### config.mk
export PLATFORM = sky130hd
export DESIGN_NAME = json_string_escaper_top
export DESIGN_NICKNAME = d
export VERILOG_FILES = /design/src/jse_pkg.sv /design/src/jse_encode.sv /design/src/json_string_escaper_top.sv
export SDC_FILE = /design/constraint.sdc
export NUM_CORES = 1
export LEC_CHECK = 0
export BUFFER_PORTS_ARGS = -buffer_cell sky130_fd_sc_hd__buf_4
export CORE_MARGIN = 3
export CORE_UTILIZATION = 50
export CTS_CLUSTER_DIAMETER = 120
export CTS_CLUSTER_SIZE = 40
export DETAILED_ROUTE_END_ITERATION = 12
export PLACE_DENSITY = 0.76
export REMOVE_ABC_BUFFERS = 1
export SLEW_MARGIN = 0
export SYNTH_ARGS = -nofsm -noshare
export SYNTH_HDL_FRONTEND = slang
export SYNTH_HIERARCHICAL = 1
export SYNTH_SLANG_ARGS = --single-unit
### constraint.sdc
create_clock -name clk -period 3.7 [get_ports clk]
set_input_delay 0.185 -clock clk [delete_from_list [all_inputs] [get_ports clk]]
set_output_delay 0.185 -clock clk [all_outputs]
set_load 0.02 [all_outputs]
### src/jse_pkg.sv
package jse_pkg;

  typedef struct packed {
    logic       func;
    logic [7:0] in_byte;
  } in_word_t;

  typedef struct packed {
    logic [7:0] out_byte;
    logic       last_of_run;
    logic       string_done;
  } out_word_t;

  // position within the escape sequence, up to six bytes
  typedef logic [2:0] pos_t;

  localparam logic       FUNC_DATA  = 1'b0;
  localparam logic       FUNC_END   = 1'b1;

  localparam logic [7:0] CH_QUOTE   = 8'h22;
  localparam logic [7:0] CH_BSLASH  = 8'h5c;
  localparam logic [7:0] CH_U       = 8'h75;
  localparam logic [7:0] CH_B       = 8'h62;
  localparam logic [7:0] CH_T       = 8'h74;
  localparam logic [7:0] CH_N       = 8'h6e;
  localparam logic [7:0] CH_F       = 8'h66;
  localparam logic [7:0] CH_R       = 8'h72;
  localparam logic [7:0] CH_ZERO    = 8'h30;
  localparam logic [7:0] CH_A_MINUS = 8'h57;  // 'a' - 10
  localparam logic [7:0] CTRL_LIMIT = 8'd32;

  localparam pos_t LEN_ONE   = 3'd1;
  localparam pos_t LEN_SHORT = 3'd2;
  localparam pos_t LEN_UNI   = 3'd6;

  function automatic logic [7:0] hex_digit(input logic [3:0] v);
    logic [7:0] ext;
    begin
      ext = {4'd0, v};
      hex_digit = (v < 4'd10) ? (CH_ZERO + ext) : (CH_A_MINUS + ext);
    end
  endfunction

  // letter of a two-byte escape, zero if there is none
  function automatic logic [7:0] short_escape(input logic [7:0] c);
    begin
      case (c)
        8'd8:      short_escape = CH_B;
        8'd9:      short_escape = CH_T;
        8'd10:     short_escape = CH_N;
        8'd12:     short_escape = CH_F;
        8'd13:     short_escape = CH_R;
        CH_QUOTE:  short_escape = CH_QUOTE;
        CH_BSLASH: short_escape = CH_BSLASH;
        default:   short_escape = 8'd0;
      endcase
    end
  endfunction

endpackage

### src/jse_encode.sv
module jse_encode (
  input  jse_pkg::in_word_t  item,
  input  jse_pkg::pos_t      pos,
  output jse_pkg::out_word_t word
);

  logic [7:0]   esc;
  jse_pkg::pos_t len;
  logic [7:0]   ch;
  logic         done;

  always_comb begin
    esc  = jse_pkg::short_escape(item.in_byte);
    done = 1'b0;
    ch   = item.in_byte;
    if (item.func == jse_pkg::FUNC_END) begin
      len  = jse_pkg::LEN_ONE;
      ch   = jse_pkg::CH_QUOTE;
      done = 1'b1;
    end else if (esc != 8'd0) begin
      len = jse_pkg::LEN_SHORT;
      ch  = (pos == 3'd0) ? jse_pkg::CH_BSLASH : esc;
    end else if (item.in_byte >= jse_pkg::CTRL_LIMIT) begin
      len = jse_pkg::LEN_ONE;
      ch  = item.in_byte;
    end else begin
      // backslash u 0 0 hi lo
      len = jse_pkg::LEN_UNI;
      case (pos)
        3'd0:    ch = jse_pkg::CH_BSLASH;
        3'd1:    ch = jse_pkg::CH_U;
        3'd2:    ch = jse_pkg::CH_ZERO;
        3'd3:    ch = jse_pkg::CH_ZERO;
        3'd4:    ch = jse_pkg::hex_digit(item.in_byte[7:4]);
        default: ch = jse_pkg::hex_digit(item.in_byte[3:0]);
      endcase
    end
    word.out_byte    = ch;
    word.last_of_run = (pos == (len - 3'd1));
    word.string_done = done;
  end

endmodule

### src/json_string_escaper_top.sv
// an accepted word is registered in a_word_r and its first escaped byte in o_word_r;
// one output byte per cycle while out_stall is low; plain bytes and end marks take
// one byte, two-byte escapes two, \u00XX escapes six, set by the single output port
// reset: synchronous active-low rst_n empties the input and output registers
module json_string_escaper_top (
  input  logic                clk,
  input  logic                rst_n,
  input  logic                in_valid,
  output logic                in_stall,
  input  jse_pkg::in_word_t   in_data,
  output logic                out_valid,
  input  logic                out_stall,
  output jse_pkg::out_word_t  out_data
);

  logic               a_valid_r, a_valid_nxt;
  jse_pkg::in_word_t  a_word_r, a_word_nxt;
  jse_pkg::pos_t      a_pos_r, a_pos_nxt;
  logic               o_valid_r, o_valid_nxt;
  jse_pkg::out_word_t o_word_r, o_word_nxt;

  jse_pkg::out_word_t enc_word;
  logic               advance;
  logic               a_done;
  logic               accept;

  jse_encode u_encode (
    .item (a_word_r),
    .pos  (a_pos_r),
    .word (enc_word)
  );

  always_comb begin
    advance  = a_valid_r && (!o_valid_r || !out_stall);
    a_done   = advance && enc_word.last_of_run;
    in_stall = a_valid_r && !a_done;
    accept   = in_valid && !in_stall;

    a_valid_nxt = a_valid_r;
    a_word_nxt  = a_word_r;
    a_pos_nxt   = a_pos_r;
    if (accept) begin
      a_valid_nxt = 1'b1;
      a_word_nxt  = in_data;
      a_pos_nxt   = 3'd0;
    end else if (a_done) begin
      a_valid_nxt = 1'b0;
    end else if (advance) begin
      a_pos_nxt = a_pos_r + 3'd1;
    end

    o_valid_nxt = o_valid_r;
    o_word_nxt  = o_word_r;
    if (advance) begin
      o_valid_nxt = 1'b1;
      o_word_nxt  = enc_word;
    end else if (!out_stall) begin
      o_valid_nxt = 1'b0;
    end
  end

  always_ff @(posedge clk) begin
    if (!rst_n) begin
      a_valid_r <= 1'b0;
      a_pos_r   <= 3'd0;
      o_valid_r <= 1'b0;
    end else begin
      a_valid_r <= a_valid_nxt;
      a_pos_r   <= a_pos_nxt;
      o_valid_r <= o_valid_nxt;
    end
  end

  // payload registers, no reset
  always_ff @(posedge clk) begin
    a_word_r <= a_word_nxt;
    o_word_r <= o_word_nxt;
  end

  assign out_valid = o_valid_r;
  assign out_data  = o_word_r;

endmodule

## Word-level counts from Yosys, hierarchy flattened

Index checks and enable logic that the tools add are counted.

- Add/subtract/negate cells: 6
- Order comparisons: 3
- Equality and inequality tests: 13
- Multiplexer cells: 15
- Bitwise gates (word level): 2
- Reduce and logical (&&, ||, !) cells: 15

Operators by type and width:

| operator | number |
|---|---|
| $pmux W7 S7 | 1 |
| $eq A8 B4 Y1 const B | 5 |
| $mux W8 | 4 |
| $pmux W8 S4 | 1 |
| $add A7 B4 Y8 const A | 2 |
| $add A6 B4 Y7 const A | 2 |
| $mux W3 | 3 |
| $eq A8 B6 Y1 const B | 1 |
| $eq A8 B7 Y1 const B | 1 |
| $ge A8 B6 Y1 const B | 1 |
| $lt A4 B4 Y1 const B | 2 |
| $reduce_bool A8 Y1 | 1 |
| $mux W7 | 1 |
| $eq A3 B2 Y1 const B | 2 |
| $mux W1 | 5 |
| $logic_and A1 B1 Y1 | 4 |
| $logic_not A1 Y1 | 4 |
| $reduce_or A2 Y1 | 2 |
| $add A3 B1 Y3 const B | 1 |
| $eq A3 B1 Y1 const B | 1 |
| $eq A3 B3 Y1 | 1 |
| $eq A3 B3 Y1 const B | 1 |
| $logic_not A3 Y1 | 1 |
| $sub A3 B1 Y3 const B | 1 |
| 5 further kinds | 6 |

- Flip-flop bits (word level): 24
- Input bits: 13
- Logic and storage cells: 62

## Longest topological paths before layout

Gate-level depths: netlist of the first run.

- Depth after elaboration: 13
- Gate-level depth with buffers: 11
- Depth with buffers taken out: 10

## Cells and area by module

The synthesis of the first run kept the hierarchy.

Modules (own cells, without submodules):

| module | instances | cells an instance | area each (um2) | sequential area each (um2) |
|---|---|---|---|---|
| json_string_escaper_top | 1 | 44 | 818.3 | 670.6 |
| jse_encode | 1 | 101 | 670.6 | 0.0 |

## Worst setup path before layout of the first run

OpenSTA, ideal clock, no wires.

- Kind: reg2reg
- From: register a_word_r[0] (netlist bit)
- To: register a_word_r[0] (netlist bit) (enable)
- Library setup time: 399 ps
- Data arrival time: 3133 ps
- Data required time: 3301 ps
- Slack: 168 ps
- Stages on the path, launching flop included: 9
- Path buffers: 0
- Period minus slack after synthesis: 3532 ps
- Cell sequence: edfxtp_1 > inv_1 > ha_1 > nor2b_1 > o31ai_1 > nand3_1 > o31ai_1 > a21bo_2 > a21boi_0

RTL lines:

| element | line | text |
|---|---|---|
| start: declaration | json_string_escaper_top.sv:17 | `jse_pkg::in_word_t a_word_r, a_word_nxt;` |
| start signal: assignment | json_string_escaper_top.sv:76 | `a_word_r <= a_word_nxt;` |

==> results of run 1 <==
[registers in the layout, indices dropped and copies added (netlist names)]
| register | count |
|---|---|
| a_word_r | 9 |
| out_valid | 1 |
| a_valid_r | 1 |
| a_pos_r | 3 |
| out_data | 10 |
[per-stage QoR]
step	power (mW)	instance area, sq um	cells
detailed placement	0.4117	1690	195
global route	0.5673	1727	199
floorplan	0.3765	1449	137
CTS	0.5405	1727	199
global placement	0.4095	1690	195
finish	0.5370	1727	199
[power by group through the flow]
stage | clock network (mW) | registers [mW] | logic, mW
6_report | 0.131 | 0.322 | 0.0841
3_5_place_dp | 0 | 0.328 | 0.0836
3_3_place_gp | 0 | 0.328 | 0.0820
2_1_floorplan | 0 | 0.331 | 0.0451
4_1_cts | 0.135 | 0.322 | 0.0839
5_1_grt | 0.150 | 0.324 | 0.0935
[layout make-up]
cell class / count / share of cell area (%)
Sequential cell: 24 / 38.84
Inverter: 9 / 1.957
Multi-Input combinational cell: 104 / 43.12
Timing Repair Buffer: 27 / 11.74
Tap cell: 31 / 2.246
Clock buffer: 4 / 2.101
[cells in the mapped netlist (all sizes together), types with 2 or more instances]
cell    count
nor3        7
inv         9
nand2       5
o21bai      2
or3         3
nor3b       3
a211oi      8
clkbuf      5
o21a        2
nand3       4
ha          8
nor4b       2
nor2b       5
a21oi      10
o22ai       2
o31ai       3
buf         3
a21bo       2
a31oi       3
dfxtp       5
o21ai       8
nor2       10
edfxtp     19
[cells by family (layout without fill, tap and decap cells)]
group                    after synthesis  after routing
AO/OA/AOI/OAI                         48             48
AND/OR/NAND/NOR                       46             46
flip-flops                            24             24
buffers and inverters                 17             40
adder cells (fa/ha/maj)                8              8
XOR/XNOR                               1              1
multiplexers                           1              1
[path summary, 6_finish.rpt]
check	to	startpoint	cells after the start
hold reg to reg	out_valid$_SDFFE_PN0P_	a_valid_r$_SDFFE_PN0P_	2
hold / removal	a_word_r[3]$_DFFE_PP_	in_data[3]	1
setup reg to reg	a_word_r[5]$_DFFE_PP_	a_word_r[0]$_DFFE_PP_	9
setup / recovery	in_stall	a_word_r[0]$_DFFE_PP_	9
[layer usage]
metal | part of all wire (%) | vias up | track usage, %
met4 | 1.4 | 0 | 4.025
met5 | 0 | - | 0
met2 | 47 | 37 | 27.79
li1 | - | 601 | -
met1 | 47 | 552 | 24.77
met3 | 5.1 | 4 | 4.468
==> summary.md, run 1 <==
| Metric | Value |
|---|---|
| FF/Latch Area | `670.6 sq um` |
| Worst setup EP type | `primary output` |
| Final Cycle Share | `82.20%` |
| Die X | `60.57 um` |
| RSZ-0062 raised after global routing | `no` |
| # fillers | `241` |
| Final core occ | `61.55%` |
| Io pins | `25` |
| Cell mode on critical path | `o31ai_1` |
| Synthesized-area fraction occupied by and/or/nand/nor cells | `17.73%` |
| Fin. Hold Viols | `0` |
| Hold WC Path Type | `in -> reg` |
| CTS hold repair buffers | `0` |
| CTS H-tree lvls | `1` |
| Dpl ws | `0.8587 ns` |
| Mapped Area | `1489 sq um` |
| Top FF cell, synth | `edfxtp_1` |
| Commonest non-fill, non-tap cells in the layout | `buf_4 (27), edfxtp_1 (19), a21oi_1 (10), nor2_1 (10), inv_1 (9)` |
| Total gr overflow | `0` |
| Outcome | `complete, no violations` |
| Largest stage delay on the critical path | `0.46 ns` |
| #FFs+latches synth | `24` |
| Die area | `3669 sq um` |
| Post-CTS setup buffers | `0` |
| Multi-input gate area | `744.5 sq um` |
| Syn Inst Count | `145` |
| Fmax | `328.8 MHz` |
| Synth top area share | `38.32%` |
| Crit Path Category | `reg -> out` |
| Post_cts resized | `0` |
| EDFF count, synth | `19` |
| Main combinational cell family by area after synthesis | `compound AO/OA/AOI/OAI gates` |
| Area Overhead vs Synth | `15.97%` |
| Setup tns final | `0 ns` |
| CTS tree | `done` |
| Worst slew pin tran | `0.4449 ns` |
| Max IR drop VDD | `0.2851 mV` |
| Initial DRC Count | `53` |
| Via count | `1,194` |
| Final min period | `3.041 ns` |
| Sequential area share after synthesis | `45.04%` |
| Clock skew | `0.003570 ns` |
| CP max stage cell | `edfxtp_1` |
| First-pass GRT wire length | `4864 um` |
| P_sw | `0.1297 mW` |
| Initial antenna violation count | `0` |
| Internal | `0.4073 mW` |
| Post-synth top area cell | `edfxtp_1` |
| Critical path cell sequence | `inv_1 > ha_1 > nor2b_1 > o31ai_1 > nand3_1 > o31ai_1 > a21bo_2 > and2_2 > buf_4` |
| DRT Pass-1 Iters | `4` |
| Final setup viols | `0` |
| Max-slew headroom | `70.30%` |
| Sequential Power Share | `59.9%` |
| Synth Area in XOR/XNOR | `1.092%` |
| CTS buffer count | `3` |
| Post-synthesis compound-gate area fraction | `23.70%` |
| CP Launch Type | `flop` |
| N_diodes | `0` |
| RePlAce Congestion | `0.8951` |
| CP Buf/Inv Count | `2` |
| Crit path max-delay family | `compound AO/OA/AOI/OAI gates` |
| Final net count | `190` |
| Req. time, crit path | `3.51 ns` |
| Flop2flop setup slack | `0.83 ns` |
| Initial Util | `53.08%` |
| GRT Total Usage | `17.70%` |
| Post-Synth Adder-Cell Area | `6.723%` |
| WHS | `0.04460 ns` |
| Pwr dens | `311.0 nW/um^2` |
| Yosys warns | `6` |
| Clock Path Buffers | `2` |
| Share of total power in the clock network | `24.4%` |
| CP Max Fanout | `6` |
| Clk slew on worst S/H paths | `0.11 ns` |
| Final ANT Viol Nets | `0` |
| Comb power frac | `15.7%` |
| Share of layout cells above drive strength 1 | `25.00%` |
| Core Area | `2805 sq um` |
| Port Buf Inserts | `24` |
| Count of cell types in the netlist | `47` |
| Rows | `19` |
| Sw frac | `24.15%` |
| Vias/cell | `6.000` |
| Mux cell area share after synthesis | `0.7563%` |
| Die Ht | `60.57 um` |
| Per-cell routed wire length | `14.97 um` |
| Critical Path AT | `2.86 ns` |
| CTS sink count | `24` |
| Post-DP HPWL | `2276 um` |
| Clock latency on the worst-skew pair | `0.31 ns` |
| Lkg Pwr | `0.6547 nW` |
| Largest net degree at the start of global routing | `15` |
| Post-synth ARST share | `0%` |
| Vias in the first global route | `1,079` |
| Avg Synthesized Cell Area | `10.27 sq um` |
| WL final | `2980 um` |
| Max-slew violations | `0` |
| Final WS setup | `0.6587 ns` |
| DRC | `0` |
| Commonest non-fill, non-tap cell in the layout | `buf_4` |
| Number of max-cap violations | `0` |
| Ranking of synthesized cells by area | `edfxtp_1 (38%), dfxtp_1 (6.7%), ha_1 (6.7%)` |
| Root Buffer | `clkbuf_4` |
Power figures use the tool's default switching activity.
==> inputs of run 2 (changes only) <==
--- a/config.mk
+++ b/config.mk
@@ -7,11 +7,11 @@
 export LEC_CHECK = 0
 export BUFFER_PORTS_ARGS = -buffer_cell sky130_fd_sc_hd__buf_4
 export CORE_MARGIN = 3
-export CORE_UTILIZATION = 50
+export CORE_UTILIZATION = 55
 export CTS_CLUSTER_DIAMETER = 120
 export CTS_CLUSTER_SIZE = 40
 export DETAILED_ROUTE_END_ITERATION = 12
-export PLACE_DENSITY = 0.76
+export PLACE_DENSITY = 0.79
 export REMOVE_ABC_BUFFERS = 1
 export SLEW_MARGIN = 0
 export SYNTH_ARGS = -nofsm -noshare
==> constraint.sdc (replaced) <==
create_clock -name clk -period 2.8 [get_ports clk]
set_input_delay 0.14 -clock clk [delete_from_list [all_inputs] [get_ports clk]]
set_output_delay 0.14 -clock clk [all_outputs]
set_load 0.02 [all_outputs]
==> run 2 against run 1 <==
  * Register-to-register slack worse by 0.71 ns
  * Clock-buffer cell count unchanged
  * Via count increased by 17%
  * Sequential share of layout area is 5.0 points lower
  * Hold slack better by 0.011 ns
  * Global-route usage grew 5.0 points
  * Critical path type unchanged
==> summary.md, run 2 (same netlist as run 1, synthesis figures left out) <==
| Metric | Value |
|---|---|
| Area Overhead vs Synth | `33.19%` |
| CTS buffer count | `3 (unchanged)` |
| Final Cycle Share | `97.83%` |
| Max reg flops | `10 (unchanged)` |
| Crit Path Category | `reg -> out` |
| Comb power frac | `19.5% (+3.8 points)` |
| Initial Util | `59.03% (+6.0 points)` |
| Largest net degree at the start of global routing | `15 (unchanged)` |
| Port Buf Inserts | `24 (unchanged)` |
| Flop2flop setup slack | `0.12 ns (-0.71 ns)` |
| Commonest non-fill, non-tap cells in the layout | `buf_4 (43), edfxtp_1 (19), a21oi_1 (10), nor2_1 (10), dlygate4sd3_1 (9)` |
| Max IR drop VDD | `0.3568 mV (+25%)` |
| Lkg Pwr | `0.7778 nW (+19%)` |
| Sw frac | `25.19% (+1.0 points)` |
| Die X | `58.03 um (-4.2%)` |
| Setup tns final | `0 ns (unchanged)` |
| Final min period | `2.739 ns` |
| Root Buffer | `clkbuf_4` |
| CTS tree | `done` |
| Clock latency on the worst-skew pair | `0.31 ns (about the same)` |
| Internal | `0.5916 mW (+45%)` |
| Max Used Layer | `met4` |
| DRT met1 WL | `1517 um (+8.4%)` |
| RePlAce Congestion | `0.8776 (-2.0%)` |
| Final setup viols | `0 (unchanged)` |
| Core Area | `2522 sq um (-10%)` |
| Max-slew violations | `0 (unchanged)` |
| Vias in the first global route | `1,316 (+22%)` |
| CP Launch Type | `flop` |
| CTS H-tree lvls | `1 (unchanged)` |
| Hold WC Path Type | `in -> reg` |
| Req. time, crit path | `2.66 ns (-0.85 ns)` |
| Per-cell routed wire length | `17.78 um (+19%)` |
| Clk slew on worst S/H paths | `0.13 ns (+0.02 ns)` |
| Post-DP HPWL | `2391 um (+5.1%)` |
| Max-slew headroom | `70.71% (+0.41 points)` |
| Number of max-cap violations | `0 (unchanged)` |
| Commonest non-fill, non-tap cell in the layout | `buf_4` |
| Via count | `1,393 (+17%)` |
| Routed wl met2 | `2072 um (+49%)` |
| Vias/cell | `6.247 (+4.1%)` |
| Final net count | `215 (+13%)` |
| Total gr overflow | `0 (unchanged)` |
| First-pass GRT wire length | `5899 um (+21%)` |
| Worst slew pin tran | `0.4387 ns (-0.006159 ns)` |
| Die area | `3367 sq um (-8.2%)` |
| Critical Path AT | `2.60 ns (-0.26 ns)` |
| Share of layout cells above drive strength 1 | `33.68% (+8.7 points)` |
| Outcome | `complete, no violations` |
| Pwr dens | `398.8 nW/um^2 (+28%)` |
| Final ANT Viol Nets | `0 (unchanged)` |
| N_diodes | `0 (unchanged)` |
| Area post-placement | `1734 sq um (+2.6%)` |
| Met3 routed WL | `284 um (+88%)` |
| Die Ht | `58.03 um (-4.2%)` |
| Io pins | `25 (unchanged)` |
| Final Cell Area | `1983 sq um (+15%)` |
| Fmax | `365.1 MHz` |
| Worst setup EP type | `primary output` |
| WHS | `0.05561 ns (+0.01101 ns)` |
| WL final | `3964 um (+33%)` |
| Initial antenna violation count | `0 (unchanged)` |
| # fillers | `163 (-32%)` |
| Share of total power in the clock network | `27.3% (+2.9 points)` |
| CP Max Fanout | `5 (-1)` |
| Fin. Hold Viols | `0 (unchanged)` |
| CTS sink count | `24 (unchanged)` |
| P_sw | `0.1992 mW (+54%)` |
| Sequential Power Share | `53.2% (-6.7 points)` |
| DRC | `0 (unchanged)` |
| Clock skew | `0.002205 ns (-0.001365 ns)` |
| DRT Pass-1 Iters | `4 (unchanged)` |
| Initial DRC Count | `52 (-1.9%)` |
| Clock Path Buffers | `2 (unchanged)` |
| Rows | `18 (-1)` |
| GRT Total Usage | `22.71% (+5.0 points)` |
run 2: cell count changes in the layout (fill, tap and decap cells not counted), sizes merged:
cell,delta
dlygate4sd3,+9
buf,+16
run 2: power by group through the flow:
| stage | clock network (mW) | registers (mW) | logic, mW |
|---|---|---|---|
| floorplan | 0 | 0.438 | 0.0596 |
| global placement | 0 | 0.429 | 0.117 |
| detailed placement | 0 | 0.430 | 0.120 |
| CTS | 0.220 | 0.422 | 0.132 |
| global route | 0.231 | 0.423 | 0.167 |
| finish | 0.216 | 0.421 | 0.154 |
run 2: worst paths after layout:
path,start,depth (start not counted),endpoint
max,a_word_r[5]$_DFFE_PP_,11,in_stall
min,rst_n,2,a_valid_r$_SDFFE_PN0P_
max reg2reg,a_word_r[5]$_DFFE_PP_,11,a_word_r[8]$_DFFE_PP_
min reg2reg,a_valid_r$_SDFFE_PN0P_,2,out_valid$_SDFFE_PN0P_
run 2: worst max-delay path, stage by stage, from the launching register on:
cell and delay [ns]:
edfxtp_1 0.44, buf_4 0.15, inv_1 0.11, ha_1 0.20
and4bb_2 0.33, o31ai_2 0.11, nand3_2 0.12, a31oi_1 0.10
o31ai_2 0.08, a21bo_2 0.27, and2_2 0.21, buf_4 0.16
run 2: area by class of cell:
class / instances / area (sq um) / area share, %
Tap cell: 30 / 37.54 / 1.893
Clock buffer: 4 / 47.55 / 2.397
Timing Repair Buffer: 52 / 412.9 / 20.82
Multi-Input combinational cell: 104 / 780.7 / 39.37
Sequential cell: 24 / 670.6 / 33.82
Inverter: 9 / 33.78 / 1.703
run 2: per-layer routing:
metal | track usage (%) | vias to the layer above
met3 | 3.118 | 12
met2 | 40.81 | 74
met4 | 8.940 | 0
li1 | - | 655
met5 | 0 | -
met1 | 27.26 | 652
run 2: what timing repair did:
| action | in CTS | in global routing |
|---|---|---|
| buffers inserted | 1 | 9 |
| pin swaps | 1 | 2 |
| gates cloned | 0 | 0 |
| endpoints found under the hold margin | 9 | 0 |
| gates resized for setup | 1 | 8 |
| hold buffers | 9 | 0 |
| setup endpoints to repair | 1 | 13 |
run 2: stage by stage:
step / power, mW / worst slack (ns) / utilization (%) / instances
detailed placement: 0.5498 / 0.08087 / 68.75 / 200
finish: 0.7909 / 0.06076 / 78.62 / 223
floorplan: 0.4975 / -0.7391 / - / 137
global route: 0.8213 / -0.08037 / 78.62 / 223
global placement: 0.5461 / 0.1568 / 68.75 / 200
CTS: 0.7742 / 0.02023 / 74.70 / 214
==> inputs of run 3 (changes only) <==
--- a/config.mk
+++ b/config.mk
@@ -7,14 +7,16 @@
 export LEC_CHECK = 0
 export BUFFER_PORTS_ARGS = -buffer_cell sky130_fd_sc_hd__buf_4
 export CORE_MARGIN = 3
-export CORE_UTILIZATION = 55
+export CORE_UTILIZATION = 50
 export CTS_CLUSTER_DIAMETER = 120
 export CTS_CLUSTER_SIZE = 40
 export DETAILED_ROUTE_END_ITERATION = 12
-export PLACE_DENSITY = 0.79
+export PLACE_DENSITY = 0.76
 export REMOVE_ABC_BUFFERS = 1
+export SETUP_SLACK_MARGIN = 0.02
 export SLEW_MARGIN = 0
 export SYNTH_ARGS = -nofsm -noshare
 export SYNTH_HDL_FRONTEND = slang
 export SYNTH_HIERARCHICAL = 1
 export SYNTH_SLANG_ARGS = --single-unit
+export TNS_END_PERCENT = 50
==> constraint.sdc (replaced) <==
create_clock -name clk -period 2.4 [get_ports clk]
set_input_delay 0.12 -clock clk [delete_from_list [all_inputs] [get_ports clk]]
set_output_delay 0.12 -clock clk [all_outputs]
set_load 0.02 [all_outputs]
==> run 3 against run 2 <==
  * The run now ends with setup timing left
  * Worst setup slack worse by 0.33 ns
  * Clock power decreased by 2%
  * Sequential power rose by 16%
  * First-iteration DRC count fell by 19%
  * Via count rose by 8.0%
  * Total power grew 17%
  * Global-route usage rose by 1.5 points
  * Critical path type unchanged
  * Highest routed layer unchanged
==> summary.md, run 3 (same netlist as run 1, synthesis figures left out) <==
| Metric | Value |
|---|---|
| Outcome | `complete, but fails checks` |
| Failing checks | `setup timing` |
| Core Area | `2805 sq um (+11%)` |
| Final net count | `241 (+12%)` |
| DRC | `0 (unchanged)` |
| Clock skew | `0.008690 ns (+0.006484 ns)` |
| Die X | `60.57 um (+4.4%)` |
| Max reg flops | `10 (unchanged)` |
| Max-slew violations | `0 (unchanged)` |
| First-pass GRT wire length | `6548 um (+11%)` |
| Root Buffer | `clkbuf_4` |
| Worst setup EP type | `primary output` |
| RR Startpoint | `a_word_r[1]$_DFFE_PP_` |
| Area Overhead vs Synth | `51.85%` |
| Fmax | `374.8 MHz` |
| Io pins | `25 (unchanged)` |
| Per-cell routed wire length | `18.56 um (+4.4%)` |
| Share of layout cells above drive strength 1 | `46.58% (+13 points)` |
| Final WS setup | `-0.2680 ns (-0.3288 ns)` |
| CP Launch Type | `flop` |
| WL final | `4639 um (+17%)` |
| N_diodes | `0 (unchanged)` |
| Final setup viols | `13 (+13)` |
| Largest net degree at the start of global routing | `15 (unchanged)` |
| RePlAce Congestion | `0.9122 (+3.9%)` |
| # fillers | `158 (-3.1%)` |
| CTS buffer count | `3 (unchanged)` |
| Final ANT Viol Nets | `0 (unchanged)` |
| Port Buf Inserts | `24 (unchanged)` |
| Pwr dens | `409.5 nW/um^2 (+2.7%)` |
| Routed wl met2 | `2492 um (+20%)` |
| Post-DP HPWL | `2844 um (+19%)` |
| Initial antenna violation count | `0 (unchanged)` |
| Fin. Hold Viols | `0 (unchanged)` |
| Lkg Pwr | `0.9089 nW (+17%)` |
| Hold WC Path Type | `in -> reg` |
| Rows | `19 (+1)` |
| GRT Total Usage | `24.22% (+1.5 points)` |
| Final min period | `2.668 ns` |
| Final core occ | `80.60% (+2.0 points)` |
| Worst slew pin tran | `0.5606 ns (+0.1218 ns)` |
| Crit Path Category | `reg -> out` |
| Clk slew on worst S/H paths | `0.12 ns (about the same)` |
| Via count | `1,505 (+8.0%)` |
| Vias in the first global route | `1,413 (+7.4%)` |
| Clock latency on the worst-skew pair | `0.33 ns (+0.02 ns)` |
| Max-slew headroom | `62.10% (-8.6 points)` |
| Clock Path Buffers | `2 (unchanged)` |
| Die area | `3669 sq um (+8.9%)` |
| Area post-placement | `1886 sq um (+8.7%)` |
| Req. time, crit path | `2.28 ns (-0.38 ns)` |
| DRT met1 WL | `1728 um (+14%)` |
| Post-Layout Cell Count | `250 (+12%)` |
| CTS sink count | `24 (unchanged)` |
| Critical Path AT | `2.55 ns (-0.05 ns)` |
| Number of max-cap violations | `0 (unchanged)` |
| Die Ht | `60.57 um (+4.4%)` |
| Max IR drop VDD | `0.5002 mV (+40%)` |
| Initial DRC Count | `42 (-19%)` |
| RSZ-0062 raised after global routing | `yes` |
| Commonest non-fill, non-tap cells in the layout | `buf_4 (66), edfxtp_1 (19), a21oi_1 (10), nor2_1 (10), dlygate4sd3_1 (9)` |
| CP Max Fanout | `4 (-1)` |
| Inst Count DP | `221 (+11%)` |
| Hold Startpoint | `rst_n` |
| Initial Util | `53.08% (-6.0 points)` |
| Met3 routed WL | `231 um (-19%)` |
| CTS H-tree lvls | `1 (unchanged)` |
| Max Used Layer | `met4` |
| Vias/cell | `6.020 (-3.6%)` |
| Final Cell Area | `2261 sq um (+14%)` |
| Total gr overflow | `0 (unchanged)` |
| Commonest non-fill, non-tap cell in the layout | `buf_4` |
| Critical path origin | `a_word_r[1]$_DFFE_PP_` |
| Final Cycle Share | `111.2%` |
| CTS tree | `done` |
| DRT Pass-1 Iters | `4 (unchanged)` |
-- run 3: changes by cell type in the layout (fill, tap and decap cells not counted), moves of 2 or more --
cell and delta:
o31ai_4 +2, a31oi_1 -2, inv_1 -2, a211oi_1 -2
nand3_1 -2, o31ai_2 -2, a211oi_2 +2, buf_4 +23
buf_6 +3, inv_2 +2
-- run 3: final timing paths --
check / slack (ns) / depth (start not counted) / to
max: -0.27 / 10 / in_stall
max reg2reg: -0.20 / 12 / a_pos_r[0]$_SDFFE_PP0P_
min: 0.04 / 2 / a_valid_r$_SDFFE_PN0P_
min reg2reg: 0.58 / 2 / out_valid$_SDFFE_PN0P_
-- run 3: layer usage --
| layer | up-vias | GRT usage (%) |
|---|---|---|
| li1 | 700 | - |
| met3 | 19 | 5.745 |
| met1 | 726 | 27.52 |
| met5 | - | 0 |
| met4 | 0 | 8.669 |
| met2 | 60 | 43.97 |
-- run 3: area by class of cell --
type | instances | area [sq um] | area share, %
Timing Repair Buffer | 78 | 619.3 | 27.39
Clock buffer | 4 | 36.28 | 1.605
Tap cell | 31 | 38.79 | 1.716
Sequential cell | 24 | 670.6 | 29.66
Multi-Input combinational cell | 104 | 862.1 | 38.13
Inverter | 9 | 33.78 | 1.494
-- run 3: worst max-delay path, cell delays in order (launching register included) --
cell and delay [ns]:
edfxtp_1 0.48, inv_2 0.13, ha_2 0.24, buf_4 0.15, a31oi_4 0.12, nor3_1 0.24, a31oi_2 0.08, o31ai_4 0.23
a21bo_2 0.26, and2_4 0.16, buf_6 0.12
-- run 3: report_power, final --
part	total [mW]	switching (mW)	internal (mW)
logic	0.227	0.110	0.117
registers	0.488	0.0157	0.472
clock network	0.211	0.117	0.0931
-- run 3: repair_timing --
action                     in CTS  in global routing
cloned                          0                  1
hold buffers                    9                  0
pin swaps                       8                  5
setup buffers                  12                  3
resized for setup              10                 22
hold endpoints to repair        9                  0
setup endpoints to repair      14                 19
-- run 3: metrics by stage --
| step | setup TNS (ns) | hold slack, ns | setup slack [ns] | total power, mW |
|---|---|---|---|---|
| floorplan | -13.60 | 0.2189 | -1.139 | 0.5804 |
| global placement | -0.4422 | 0.2980 | -0.03808 | 0.6589 |
| detailed placement | -1.925 | 0.2998 | -0.1612 | 0.6663 |
| CTS | -1.061 | 0.01421 | -0.1443 | 0.8915 |
| global route | -4.085 | 0.02941 | -0.3523 | 0.9592 |
| finish | -2.598 | 0.04003 | -0.2680 | 0.9258 |
